`src/hw/rtl/tlkf_pkg.sv`:
```
// tank level kalman filter: shared widths, register indexes, constants and
// divider request/response types. no dependencies.
`timescale 1ns / 1ps
package tlkf_pkg;

    localparam int LevelFracBits = 16;
    localparam int VarFracBits   = 24;
    localparam int DivDvdW       = 50;
    localparam int DivDsrW       = 26;
    localparam int MulW          = 26;
    localparam int CfgIdxW       = 3;
    localparam int CfgDataW      = 25;

    localparam logic [CfgIdxW-1:0] REG_LASER    = 3'd0;
    localparam logic [CfgIdxW-1:0] REG_HEIGHT   = 3'd1;
    localparam logic [CfgIdxW-1:0] REG_WIDTH    = 3'd2;
    localparam logic [CfgIdxW-1:0] REG_LENGTH   = 3'd3;
    localparam logic [CfgIdxW-1:0] REG_MIN      = 3'd4;
    localparam logic [CfgIdxW-1:0] REG_NOISE    = 3'd5;
    localparam logic [CfgIdxW-1:0] REG_INTERVAL = 3'd6;

    localparam logic [24:0] VAR_ONE     = 25'h1000000;
    // 17 * ceil(2^28 / 100): echo us to mm is (reading * ECHO_RECIP) >> 28
    localparam logic [25:0] ECHO_RECIP  = 26'd45634035;
    // ceil(2^40 / 125): ml from the level product is ((p >> 19) * VOL_RECIP) >> 40
    localparam logic [33:0] VOL_RECIP   = 34'd8796093023;

    typedef struct packed {
        logic               start;
        logic [DivDvdW-1:0] dividend;
        logic [DivDsrW-1:0] divisor;
    } t_div_req;

    typedef struct packed {
        logic               done;
        logic [DivDvdW-1:0] quotient;
    } t_div_rsp;

endpackage

```
`src/hw/rtl/tlkf_divider.sv`:
```
// tank level kalman filter: restoring serial divider, one quotient bit a cycle.
// depends on tlkf_pkg.
`timescale 1ns / 1ps
module tlkf_divider (
    input  logic              i_clk,
    input  logic              i_rst_n,
    input  tlkf_pkg::t_div_req i_req,
    output tlkf_pkg::t_div_rsp o_rsp
);
    import tlkf_pkg::*;

    logic [DivDvdW-1:0] r_dvd, n_dvd;
    logic [DivDsrW-1:0] r_dsr, n_dsr;
    logic [DivDsrW:0]   r_rem, n_rem;
    logic [5:0]         r_cnt, n_cnt;
    logic               r_busy, n_busy;
    logic               r_done, n_done;
    logic [DivDsrW:0]   trial;

    always_comb begin
        n_dvd  = r_dvd;
        n_dsr  = r_dsr;
        n_rem  = r_rem;
        n_cnt  = r_cnt;
        n_busy = r_busy;
        n_done = 1'b0;
        trial  = {r_rem[DivDsrW-1:0], r_dvd[DivDvdW-1]};
        if (i_req.start) begin
            n_dvd  = i_req.dividend;
            n_dsr  = i_req.divisor;
            n_rem  = '0;
            n_cnt  = '0;
            n_busy = 1'b1;
        end else if (r_busy) begin
            // quotient bits shift in where dividend bits leave
            if (trial >= {1'b0, r_dsr}) begin
                n_rem = trial - {1'b0, r_dsr};
                n_dvd = {r_dvd[DivDvdW-2:0], 1'b1};
            end else begin
                n_rem = trial;
                n_dvd = {r_dvd[DivDvdW-2:0], 1'b0};
            end
            n_cnt = r_cnt + 6'd1;
            if (r_cnt == 6'(DivDvdW - 1)) begin
                n_busy = 1'b0;
                n_done = 1'b1;
            end
        end
    end

    always_ff @(posedge i_clk) begin
        if (!i_rst_n) begin
            r_busy <= 1'b0;
            r_done <= 1'b0;
            r_cnt  <= '0;
        end else begin
            r_busy <= n_busy;
            r_done <= n_done;
            r_cnt  <= n_cnt;
        end
        r_dvd <= n_dvd;
        r_dsr <= n_dsr;
        r_rem <= n_rem;
    end

    assign o_rsp.done     = r_done;
    assign o_rsp.quotient = r_dvd;

endmodule

```
`src/hw/rtl/tank_level_kalman_filter_core.sv`:
```
// tank level kalman filter top: config registers, sequencer, shared 26x26
// multiplier and the serial divider. depends on tlkf_pkg and tlkf_divider.
//
// channel   direction  handshake                 payload
// input     in         i_valid / o_ready         i_reading, i_timed_out
// result    out        o_valid / i_ready         o_accepted .. o_volume_ml
// config    in         i_cfg_valid / o_cfg_ready i_cfg_index, i_cfg_data
//
// one word at a time; a rejected reading goes from the check straight to the result
// register, while a kalman step passes through the serial divider for the level and
// then for the gain, the first reading and a zero variance sum skipping the gain.
// o_ready is high only while idle; the result register holds until taken.
// synchronous active-low reset restores register defaults and filter state.
`timescale 1ns / 1ps
module tank_level_kalman_filter_core (
    input  logic                              i_clk,
    input  logic                              i_rst_n,
    input  logic                              i_valid,
    output logic                              o_ready,
    input  logic [15:0]                       i_reading,
    input  logic                              i_timed_out,
    output logic                              o_valid,
    input  logic                              i_ready,
    output logic                              o_accepted,
    output logic [15:0]                       o_distance_mm,
    output logic [15:0]                       o_raw_level,
    output logic [15:0]                       o_filtered_level,
    output logic [24:0]                       o_estimate_variance,
    output logic                              o_report,
    output logic [26:0]                       o_volume_ml,
    input  logic                              i_cfg_valid,
    output logic                              o_cfg_ready,
    input  logic [tlkf_pkg::CfgIdxW-1:0]      i_cfg_index,
    input  logic [tlkf_pkg::CfgDataW-1:0]     i_cfg_data
);
    import tlkf_pkg::*;

    localparam logic [4:0] S_IDLE  = 5'd0;
    localparam logic [4:0] S_CONV  = 5'd1;
    localparam logic [4:0] S_CHECK = 5'd3;
    localparam logic [4:0] S_WRAW  = 5'd4;
    localparam logic [4:0] S_WK    = 5'd5;
    localparam logic [4:0] S_MULK  = 5'd6;
    localparam logic [4:0] S_UPDX  = 5'd7;
    localparam logic [4:0] S_UPDP  = 5'd8;
    localparam logic [4:0] S_CNT   = 5'd9;
    localparam logic [4:0] S_VOL1  = 5'd10;
    localparam logic [4:0] S_VOL2  = 5'd11;
    localparam logic [4:0] S_VOL3  = 5'd12;
    localparam logic [4:0] S_VOL4  = 5'd13;
    localparam logic [4:0] S_VOL5  = 5'd14;
    localparam logic [4:0] S_VOL6  = 5'd15;
    localparam logic [4:0] S_WVOL  = 5'd16;
    localparam logic [4:0] S_OUT   = 5'd17;
    localparam logic [4:0] S_VOL7  = 5'd18;
    localparam logic [4:0] S_VOL8  = 5'd19;
    localparam logic [4:0] S_VOL9  = 5'd20;
    localparam logic [4:0] S_VOL10 = 5'd21;

    // config registers
    logic        r_laser;
    logic [11:0] r_height, r_width, r_length, r_min;
    logic [24:0] r_noise;
    logic [7:0]  r_interval;

    // filter state
    logic        r_started, n_started;
    logic [15:0] r_level, n_level;
    logic [24:0] r_var, n_var;
    logic [7:0]  r_count, n_count;

    // sequencer and work registers
    logic [4:0]  r_state, n_state;
    logic [15:0] r_reading, n_reading;
    logic        r_to, n_to;
    logic [15:0] r_dist, n_dist;
    logic [15:0] r_raw, n_raw;
    logic [24:0] r_k, n_k;
    logic        r_ok, n_ok;
    logic        r_rep, n_rep;
    logic [26:0] r_vol, n_vol;
    logic [51:0] r_prod, n_prod;
    logic [67:0] r_acc, n_acc;
    logic [35:0] r_hwl, n_hwl;

    logic [MulW-1:0]   mul_a, mul_b;
    logic [2*MulW-1:0] mul_p;
    logic [25:0]       var_sum;
    logic [15:0]       diff;
    logic [7:0]        cnt_inc;
    logic [51:0]       vol_sum;
    t_div_req          div_req;
    t_div_rsp          div_rsp;

    tlkf_divider u_div (
        .i_clk  (i_clk),
        .i_rst_n(i_rst_n),
        .i_req  (div_req),
        .o_rsp  (div_rsp)
    );

    assign var_sum = {1'b0, r_var} + {1'b0, r_noise};
    assign diff    = (r_raw >= r_level) ? (r_raw - r_level) : (r_level - r_raw);
    assign cnt_inc = r_count + 8'd1;
    assign vol_sum = r_acc[51:0] + {r_prod[33:0], 18'd0};
    assign mul_p   = mul_a * mul_b;

    // shared multiplier operand select
    always_comb begin
        mul_a = '0;
        mul_b = '0;
        case (r_state)
            S_CONV: begin
                mul_a = {10'd0, r_reading};
                mul_b = ECHO_RECIP;
            end
            S_MULK: begin
                mul_a = {1'b0, r_k};
                mul_b = {10'd0, diff};
            end
            S_UPDX: begin
                mul_a = {1'b0, VAR_ONE - r_k};
                mul_b = {1'b0, r_var};
            end
            S_VOL1: begin
                mul_a = {14'd0, r_height};
                mul_b = {14'd0, r_width};
            end
            S_VOL2: begin
                mul_a = {2'd0, r_prod[23:0]};
                mul_b = {14'd0, r_length};
            end
            S_VOL4: begin
                mul_a = {8'd0, r_hwl[17:0]};
                mul_b = {10'd0, r_level};
            end
            S_VOL5: begin
                mul_a = {8'd0, r_hwl[35:18]};
                mul_b = {10'd0, r_level};
            end
            // reciprocal product for the divide by 125, as four 17-bit partials
            S_VOL7: begin
                mul_a = {9'd0, r_hwl[16:0]};
                mul_b = {9'd0, VOL_RECIP[16:0]};
            end
            S_VOL8: begin
                mul_a = {9'd0, r_hwl[16:0]};
                mul_b = {9'd0, VOL_RECIP[33:17]};
            end
            S_VOL9: begin
                mul_a = {10'd0, r_hwl[32:17]};
                mul_b = {9'd0, VOL_RECIP[16:0]};
            end
            S_VOL10: begin
                mul_a = {10'd0, r_hwl[32:17]};
                mul_b = {9'd0, VOL_RECIP[33:17]};
            end
            default: begin
                mul_a = '0;
                mul_b = '0;
            end
        endcase
    end

    always_comb begin
        n_state   = r_state;
        n_reading = r_reading;
        n_to      = r_to;
        n_dist    = r_dist;
        n_raw     = r_raw;
        n_k       = r_k;
        n_ok      = r_ok;
        n_rep     = r_rep;
        n_vol     = r_vol;
        n_prod    = r_prod;
        n_acc     = r_acc;
        n_hwl     = r_hwl;
        n_started = r_started;
        n_level   = r_level;
        n_var     = r_var;
        n_count   = r_count;
        div_req.start    = 1'b0;
        div_req.dividend = '0;
        div_req.divisor  = '0;
        case (r_state)
            S_IDLE: begin
                if (i_valid) begin
                    n_reading = i_reading;
                    n_to      = i_timed_out;
                    n_ok      = 1'b0;
                    n_raw     = '0;
                    n_rep     = 1'b0;
                    n_vol     = '0;
                    n_state   = S_CONV;
                end
            end
            S_CONV: begin
                if (r_laser) begin
                    n_dist = r_reading;
                end else begin
                    // reading*17/100 by reciprocal multiply
                    n_dist = mul_p[43:28];
                end
                n_state = S_CHECK;
            end
            S_CHECK: begin
                if (!r_to && (r_dist > {4'd0, r_min}) && (r_dist < {4'd0, r_height})) begin
                    n_ok             = 1'b1;
                    div_req.start    = 1'b1;
                    div_req.dividend = DivDvdW'({r_height - r_dist[11:0], 16'd0});
                    div_req.divisor  = {14'd0, r_height};
                    n_state          = S_WRAW;
                end else begin
                    n_state = S_OUT;
                end
            end
            S_WRAW: begin
                if (div_rsp.done) begin
                    n_raw = div_rsp.quotient[15:0];
                    if (!r_started) begin
                        n_started = 1'b1;
                        n_level   = div_rsp.quotient[15:0];
                        n_state   = S_CNT;
                    end else if (var_sum == '0) begin
                        n_k     = '0;
                        n_state = S_MULK;
                    end else begin
                        div_req.start    = 1'b1;
                        div_req.dividend = DivDvdW'({r_var, 24'd0});
                        div_req.divisor  = var_sum;
                        n_state          = S_WK;
                    end
                end
            end
            S_WK: begin
                if (div_rsp.done) begin
                    n_k     = div_rsp.quotient[24:0];
                    n_state = S_MULK;
                end
            end
            S_MULK: begin
                n_prod  = mul_p;
                n_state = S_UPDX;
            end
            S_UPDX: begin
                if (r_raw >= r_level) begin
                    n_level = r_level + r_prod[39:24];
                end else begin
                    n_level = r_level - r_prod[39:24];
                end
                n_prod  = mul_p;
                n_state = S_UPDP;
            end
            S_UPDP: begin
                n_var   = r_prod[48:24];
                n_state = S_CNT;
            end
            S_CNT: begin
                if (cnt_inc >= r_interval) begin
                    n_count = '0;
                    n_rep   = 1'b1;
                    n_state = S_VOL1;
                end else begin
                    n_count = cnt_inc;
                    n_state = S_OUT;
                end
            end
            S_VOL1: begin
                n_prod  = mul_p;
                n_state = S_VOL2;
            end
            S_VOL2: begin
                n_prod  = mul_p;
                n_state = S_VOL3;
            end
            S_VOL3: begin
                n_hwl   = r_prod[35:0];
                n_state = S_VOL4;
            end
            S_VOL4: begin
                n_prod  = mul_p;
                n_state = S_VOL5;
            end
            S_VOL5: begin
                // low partial product parks while the high one is formed
                n_acc   = {16'd0, r_prod};
                n_prod  = mul_p;
                n_state = S_VOL6;
            end
            S_VOL6: begin
                // /(2^16*1000) split as >>19 then /125
                n_hwl   = {3'd0, vol_sum[51:19]};
                n_acc   = '0;
                n_state = S_VOL7;
            end
            S_VOL7: begin
                n_acc   = r_acc + {34'd0, mul_p[33:0]};
                n_state = S_VOL8;
            end
            S_VOL8: begin
                n_acc   = r_acc + {17'd0, mul_p[33:0], 17'd0};
                n_state = S_VOL9;
            end
            S_VOL9: begin
                n_acc   = r_acc + {17'd0, mul_p[33:0], 17'd0};
                n_state = S_VOL10;
            end
            S_VOL10: begin
                n_acc   = r_acc + {mul_p[33:0], 34'd0};
                n_state = S_WVOL;
            end
            S_WVOL: begin
                n_vol   = r_acc[66:40];
                n_state = S_OUT;
            end
            S_OUT: begin
                if (i_ready) begin
                    n_state = S_IDLE;
                end
            end
            default: begin
                n_state = S_IDLE;
            end
        endcase
    end

    always_ff @(posedge i_clk) begin
        if (!i_rst_n) begin
            r_state    <= S_IDLE;
            r_started  <= 1'b0;
            r_level    <= '0;
            r_var      <= VAR_ONE;
            r_count    <= '0;
            r_laser    <= 1'b1;
            r_height   <= 12'd450;
            r_width    <= 12'd290;
            r_length   <= 12'd240;
            r_min      <= 12'd40;
            r_noise    <= 25'd16777;
            r_interval <= 8'd10;
        end else begin
            r_state   <= n_state;
            r_started <= n_started;
            r_level   <= n_level;
            r_var     <= n_var;
            r_count   <= n_count;
            if (i_cfg_valid) begin
                case (i_cfg_index)
                    REG_LASER:    r_laser    <= i_cfg_data[0];
                    REG_HEIGHT:   r_height   <= i_cfg_data[11:0];
                    REG_WIDTH:    r_width    <= i_cfg_data[11:0];
                    REG_LENGTH:   r_length   <= i_cfg_data[11:0];
                    REG_MIN:      r_min      <= i_cfg_data[11:0];
                    REG_NOISE:    r_noise    <= i_cfg_data;
                    REG_INTERVAL: r_interval <= i_cfg_data[7:0];
                    default: begin
                    end
                endcase
            end
        end
        r_reading <= n_reading;
        r_to      <= n_to;
        r_dist    <= n_dist;
        r_raw     <= n_raw;
        r_k       <= n_k;
        r_ok      <= n_ok;
        r_rep     <= n_rep;
        r_vol     <= n_vol;
        r_prod    <= n_prod;
        r_acc     <= n_acc;
        r_hwl     <= n_hwl;
    end

    // no word is taken on either channel while reset is held
    assign o_ready             = (r_state == S_IDLE) && i_rst_n;
    assign o_valid             = (r_state == S_OUT);
    assign o_cfg_ready         = i_rst_n;
    assign o_accepted          = r_ok;
    assign o_distance_mm       = r_dist;
    assign o_raw_level         = r_raw;
    assign o_filtered_level    = r_level;
    assign o_estimate_variance = r_var;
    assign o_report            = r_rep;
    assign o_volume_ml         = r_vol;

    a_report_needs_accept: assert property (@(posedge i_clk) disable iff (!i_rst_n)
        o_valid && o_report |-> o_accepted)
        else $error("report on a rejected reading");

    a_reject_clean: assert property (@(posedge i_clk) disable iff (!i_rst_n)
        o_valid && !o_accepted |-> (o_raw_level == 16'd0) && (o_volume_ml == 27'd0))
        else $error("rejected reading carries level or volume");

    a_var_shrinks: assert property (@(posedge i_clk) disable iff (!i_rst_n)
        r_state == S_UPDP |=> r_var <= $past(r_var))
        else $error("variance grew in a kalman step");

endmodule
```
`config.mk`:
```
export PLATFORM = sky130hd
export DESIGN_NAME = tank_level_kalman_filter_core
export DESIGN_NICKNAME = d
export VERILOG_FILES = /design/src/hw/rtl/tlkf_pkg.sv /design/src/hw/rtl/tlkf_divider.sv /design/src/hw/rtl/tank_level_kalman_filter_core.sv
export SDC_FILE = /design/constraint.sdc
export NUM_CORES = 2
export LEC_CHECK = 0
export BUFFER_PORTS_ARGS = -buffer_cell sky130_fd_sc_hd__buf_2
export CAP_MARGIN = 25
export CORE_MARGIN = 2
export CORE_UTILIZATION = 44
export CTS_BUF_LIST = sky130_fd_sc_hd__clkbuf_4
export CTS_CLUSTER_DIAMETER = 60
export DETAILED_ROUTE_END_ITERATION = 16
export GPL_TIMING_DRIVEN = 0
export HOLD_SLACK_MARGIN = 0.02
export RECOVER_POWER = 100
export SLEW_MARGIN = 10
export SYNTH_ARGS = -nofsm -noshare
export SYNTH_HDL_FRONTEND = slang
export SYNTH_SLANG_ARGS = --single-unit
```
`constraint.sdc`:
```
create_clock -name i_clk -period 11.1 [get_ports i_clk]
set_input_delay 2.22 -clock i_clk [delete_from_list [all_inputs] [get_ports i_clk]]
set_output_delay 2.22 -clock i_clk [all_outputs]
set_load 0.005 [all_outputs]
```
Word-level counts from Yosys, hierarchy flattened
Index checks and enable logic that the tools add are counted.
- register bits: 506
- input port bits: 50
- output and inout port bits: 105
- logic and storage cells: 176
- $add $sub $neg: 14
- $mul: 1
- magnitude comparators: 5
- eq/ne operators: 36
- multiplexer cells: 48
- bitwise logic cells: 2
- reduce and logical (&&, ||, !) cells: 41
- operator list (operator ; count):
    68-bit case mux with 5 select lines ; 1
    77-bit two-way mux ; 4
    25-bit case mux with 9 select lines ; 1
    26-bit case mux with 8 select lines ; 1
    77-bit case mux with 2 select lines ; 1
    16-bit two-way mux ; 7
    5-bit case mux with 21 select lines ; 1
    25-bit two-way mux ; 4
    50-bit two-way mux ; 2
    36-bit case mux with 2 select lines ; 1
    68-bit by 34-bit adder with 68-bit output ; 1
    68-bit by 51-bit adder with 68-bit output ; 1
    68-bit adder ; 1
    16-bit case mux with 2 select lines ; 2
    27-bit case mux with 2 select lines ; 1
    52-bit adder ; 1
    26-bit by 26-bit multiplier with 52-bit output ; 1
    25-bit case mux with 2 select lines ; 1
    16-bit subtractor ; 3
    5-bit by 4-bit == test with 1-bit output (second input constant) ; 8
    5-bit == test (second input constant) ; 6
    5-bit two-way mux ; 6
    27-bit by 26-bit >= comparator with 1-bit output ; 1
    27-bit two-way mux ; 1
    41 further kinds ; 90

Depth between registers and ports, before layout
- depth in word-level cells: 7
- gate-level depth with buffers: 58
- gate-level depth less buffers: 55

Hierarchy
A second synthesis with hierarchy kept.
- cell total of the unflattened synthesis: 6427
- area, all modules: 56693.1 um^2
- modules (own cells, without submodules) (module ; instances ; cells each ; area an instance (um^2) ; seq. area each (um^2)):
    tank_level_kalman_filter_core ; 1 ; 5881 ; 50672.3 ; 10490.1
    tlkf_divider ; 1 ; 546 ; 6020.8 ; 2962.8

Worst setup path before layout
Ideal clock, no wire load.
- kind: register to register
- start: reg r_raw[0] (netlist: o_raw_level[0])
- end: reg r_acc[54], data pin
- library setup time: 261 ps
- data arrival time: 11981 ps
- data required time: 10839 ps
- path slack: -1142 ps
- cell stages (with the launch flop): 52
- buffers on the path: 3
- period minus slack after synthesis: 12242 ps
- cell sequence: edfxtp_1 inv_1 ha_1 inv_1 fa_1 a21o_1 a211oi_1 o21ba_2 o2111a_1 nor2_1 a2111oi_0 o311ai_0 a311oi_1 o21ai_0 xnor2_1 o21ai_1 clkbuf_1 nand2_1 [16 not listed] a21oi_1 o21ai_0 a21boi_0 o21ai_0 a21boi_0 mux2i_1 nand2_1 ha_1 clkbuf_1 nand2_1 or4_1 nor4_1 o311ai_1 or4_1 clkbuf_1 nor2_1 o22ai_1 a221o_1
- cells in the longest elaborated chain, start to end: 6
- elaborated cells on any way between the ends: 10
- classes of those cells: add/sub (5); mul (1); order compare (1); mux (3)
- RTL lines (what ; line ; source):
    from (decl) ; tank_level_kalman_filter_core.sv:77 ; logic [15:0] r_raw, n_raw;
    from (signal assigned) ; tank_level_kalman_filter_core.sv:364 ; r_raw <= n_raw;
    16-bit subtractor / 16-bit >= comparator (equally long branches) ; tank_level_kalman_filter_core.sv:103 ; assign diff = (r_raw >= r_level) ? (r_raw - r_level) : (r_level - r_raw);
    16-bit two-way mux (*) ; tank_level_kalman_filter_core.sv:103 ;
    26-bit case mux with 8 select lines (*) ; tank_level_kalman_filter_core.sv:112 ; case (r_state)
    26-bit by 26-bit multiplier with 52-bit output (*) ; tank_level_kalman_filter_core.sv:106 ; assign mul_p = mul_a * mul_b;
    via mul_p[27] ; tank_level_kalman_filter_core.sv:87 ; logic [2*MulW-1:0] mul_p;
    68-bit by 51-bit adder with 68-bit output / 68-bit by 34-bit adder with 68-bit output (equally long branches) ; tank_level_kalman_filter_core.sv:301, tank_level_kalman_filter_core.sv:305, tank_level_kalman_filter_core.sv:297 ;
    68-bit case mux with 5 select lines (*) ; tank_level_kalman_filter_core.sv:185 ; case (r_state)
    via n_acc[54] ; tank_level_kalman_filter_core.sv:83 ; logic [67:0] r_acc, n_acc;
    to (signal assigned) ; tank_level_kalman_filter_core.sv:370 ; r_acc <= n_acc;
    to (decl) ; tank_level_kalman_filter_core.sv:83 ;
Mark *: on every way through the listed nets, which the timed path passes. The rest lies on a longest branch.
A chain may end at the register's enable or synchronous reset.

Worst setup path after layout
- start: reg r_level[5] (netlist: o_filtered_level[5])
- end: reg r_acc[60], data pin
- cells in the longest elaborated chain, start to end: 6
- elaborated cells on any way between the ends: 10
- classes of those cells: add/sub (5); mul (1); order compare (1); mux (3)
- RTL lines (what ; line ; source):
    from (decl) ; tank_level_kalman_filter_core.sv:68 ; logic [15:0] r_level, n_level;
    from (signal assigned) ; tank_level_kalman_filter_core.sv:344 ; r_level <= n_level;
    16-bit subtractor / 16-bit >= comparator (equally long branches) ; tank_level_kalman_filter_core.sv:103 ;
    16-bit two-way mux ; tank_level_kalman_filter_core.sv:103 ;
    26-bit case mux with 8 select lines (*) ; tank_level_kalman_filter_core.sv:112 ;
    26-bit by 26-bit multiplier with 52-bit output (*) ; tank_level_kalman_filter_core.sv:106 ;
    via mul_p[32] ; tank_level_kalman_filter_core.sv:87 ;
    68-bit by 51-bit adder with 68-bit output / 68-bit by 34-bit adder with 68-bit output (equally long branches) ; tank_level_kalman_filter_core.sv:301, tank_level_kalman_filter_core.sv:305, tank_level_kalman_filter_core.sv:297 ;
    68-bit case mux with 5 select lines (*) ; tank_level_kalman_filter_core.sv:185 ;
    via n_acc[60] ; tank_level_kalman_filter_core.sv:83 ;
Marks and branches as above.

==> results.yml <==
global_routing:
  track_usage_pct: 34.4
  antenna_found_initial: 19
  grt_pass1_vias: 50000
  grt_max_degree: 38
  grt_pass1_wl_mm: 331
  overflow: 0
floorplanning:
  rows: 131
  initial_core_util_pct: 44.2
  io_pins: 155
  fp.dieH_um: 361
  fp.dieW_um: 361
  fp.dieArea_um2: 130000
  fp.coreArea_um2: 127000
yosys:
  ys_types: 83
  synth_mux_area_share_pct: 0.776
  synth-simple-area-share_pct: 16.6
  synth_seq_cells: 505
  yosysTopAreaCellShare_pct: 20.0
  synth.avg_cell_area_um2: 8.75
  synth_enable_flop_cells: 334
  yosys_warnings: 0
  synthAdderAreaFrac_pct: 30.5
  async_flop_share_pct: 0
  dominantRegCellSynth: "edfxtp_1"
  syn_inst: 6412
  synth_top_family_by_area: "adder cells"
  synth_xor_area_share_pct: 4.70
  syn_area_um2: 56100
  ys_seq_area_share_pct: 24.0
  yosysTopAreaCell: "fa_1"
  synth.area.top_cells: "fa_1 20%, edfxtp_1 18%, ha_1 11%"
  synth_compound_area_share_pct: 16.0
sta:
  drv_slew: 39
  max_freq_mhz: 79.0
  finalCritPeriodShare_pct: 114
  setup-tns-final_ns: -41.46
  finalCriticalPeriod_ns: 12.65
  rsz0062_at_grt: "yes"
  max-slew-margin-rel_pct: -83.1
  fin_worst_skew_ns: 0.0993
  setup_violations: 45
  layout_setup_ws_ns: -1.55
  worst_pin_slew_ns: 2.75
  hold_viol: 0
worst_setup_path:
  worstSetupPathType: "flop to flop"
  cp-end-kind: "flop"
  worstReg2RegStart: "o_filtered_level[5]"
  crit_start: "o_filtered_level[5]"
  rrSetupSlack_ns: -1.55
  critPathSlowestCell: "dfxtp_1"
  crit_top_cell: "fa_1"
  cp_data_arrival_time_ns: 13.53
  path_max_fanout: 10
  slowest_delay_ns: 0.69
  cp_data_required_time_ns: 11.97
  reg2regPathDepth: 47
  startpoint_type: "flop"
  reg2reg_to: "r_acc[60]"
cells_and_area:
  nFillCells: 12100
  layout_commonest_cell: "nand2_1"
  layout_common_cells: "1052 x nand2_1, 817 x inv_1, 542 x fa_1"
  drive_gt1_share_pct: 13.2
  area_growth_pct: 14.6
  fin_nets: 7940
hold_path:
  hold-path-endpoint: "r_min[9]"
  min_from: "r_min[9]"
  holdCritPathClass: "flop to flop"
  min_path_cells: 2
detailed_routing:
  drt_first_iter_violations: 6227
  detail_route.first_pass.iterations: 7
  drc_errors: 0
  wirelength_mm: 228
  wl_per_cell_um: 26.3
  postRouteAntennaNets: 0
  drt-vias-per-instance: 5.93
  vias: 51300
run_status:
  status: "complete, but fails checks"
  violations: "max-capacitance violations, max-slew violations, negative setup slack"
cts:
  cts_made_buffers: 139
  clk_pin_slew_ns: 0.06
  hold_buffers: 0
  htree_levels: 4
  cts_root_buf: "clkbuf_4"
  cts_tree: "yes"
  clkSinkCount: 505
  clk_path_buf_depth: 3
  worstSkewPairLatency_ns: 1.09
power_and_ir_drop:
  irDropWorstVdd_mv: 0.140
  power.leakage_nw: 29.0
  totalPowerFinal_mw: 8.83
  power_density_nw_per_um2: 137
placed_design:
  io_buffers: 153
  globalplace.congestion: 0.995
  dp_hpwl_mm: 180
job:
  drv_cap: 2
kinds of logic after synthesis:
logic type,Yosys count
AND/OR/NAND/NOR,2062
adder cells (fa/ha/maj),1031
multiplexers,42
buffers and inverters,1111
XOR/XNOR,301
flip-flops,505
AO/OA/AOI/OAI,1358
other,2
what timing repair did:
action / 4_1_cts / 5_1_grt
cloned: 0 / 0
pin swaps: 112 / 116
setup buffers: 72 / 50
hold endpoints to repair: 0 / 0
gates resized for setup: 296 / 126
endpoints found under the setup margin: 93 / 58
synthesized netlist by cell type (all sizes together), types with 28 or more instances:
cell and count:
dfxtp 171, nand2b 54, o211ai 60, mux2i 30
a21boi 104, and2 147, o21ai 298, nor2 331
a21oi 320, xor2 132, o21a 37, a21o 141
nor2b 58, o22ai 28, ha 471, edfxtp 334
nand4 35, nand2 1064, o21bai 41, a221oi 31
xnor2 169, inv 834, nor3 72, fa 560
clkbuf 256, a31oi 39, nand3 87, o211a 34
and3 114
area by class of cell:
cell class | instances | area [µm²] | share of cell area, %
multi-input combinational | 4804 | 40300 | 62.7
sequential | 505 | 13500 | 20.9
inverter | 834 | 3140 | 4.89
timing repair buffer | 310 | 2130 | 3.31
tap | 1662 | 2080 | 3.23
clock buffer | 214 | 1610 | 2.50
buffer | 265 | 1310 | 2.03
clock inverter | 38 | 219 | 0.341
antenna | 17 | 42.5 | 0.0662
through the flow:
| stage | cells | util, % | cell area [µm²] | hold WS, ns | setup slack, ns |
|---|---|---|---|---|---|
| 3_5_place_dp | 8270 | 47.2 | 59900 | 0.456 | -3.64 |
| 5_1_grt | 8637 | 50.6 | 64300 | 0.486 | -1.75 |
| 6_report | 8649 | 50.6 | 64300 | 0.466 | -1.55 |
| 2_1_floorplan | 6420 | - | 56500 | 0.435 | -0.147 |
| 4_1_cts | 8587 | 50.0 | 63500 | 0.468 | -1.33 |
| 3_3_place_gp | 8235 | 46.7 | 59400 | 0.450 | -4.75 |
registers in the layout, summed over array words and instances (netlist names), 12 cells and up:
register and count:
r_k 25, u_div.r_dvd 50, u_div.r_rem 26, u_div.r_dsr 26, o_volume_ml 27, r_acc 67, r_prod 52, o_distance_mm 16
o_filtered_level 16, o_estimate_variance 25, r_height 12, r_length 12, r_width 12, r_min 12, r_reading 16, r_hwl 36
o_raw_level 16, r_noise 25
metal layers:
| metal | GRT usage, % | vias up | routed length, µm |
|---|---|---|---|
| met1 | 47.5 | 25300 | 94000 |
| li1 | - | 22600 | - |
| met2 | 51.3 | 2848 | 97800 |
| met4 | 16.3 | 10 | 11400 |
| met5 | 0 | - | 68 |
| met3 | 7.52 | 561 | 24700 |
critical path, delay by kind of cell (launching register included):
kind	cells	cell delay (ns)
mux	1	0.26
buf+inv	10	1.36
compound gates	15	3.00
xor+xnor	2	0.45
simple gates	9	2.16
flops	1	0.69
fa+ha+maj	10	4.49
how the worst max path moves through the flow:
| stage | slack [ns] | depth (start not counted) | endpoint |
|---|---|---|---|
| global route | -1.75 | 49 | r_acc[60] |
| finish | -1.55 | 47 | r_acc[60] |
| detailed placement | -3.64 | 42 | r_acc[51] |
| global placement | -4.75 | 42 | r_acc[51] |
| CTS | -1.33 | 48 | r_acc[60] |
| floorplan | -0.15 | 51 | r_acc[60] |
power breakdown:
part / internal (mW) / total, mW / switching (mW)
clock: 0.927 / 1.82 / 0.893
sequential: 2.09 / 2.16 / 0.0750
combinational: 1.83 / 4.85 / 3.02
total: 4.84 / 8.83 / 3.99
Power figures use the tool's default switching activity.
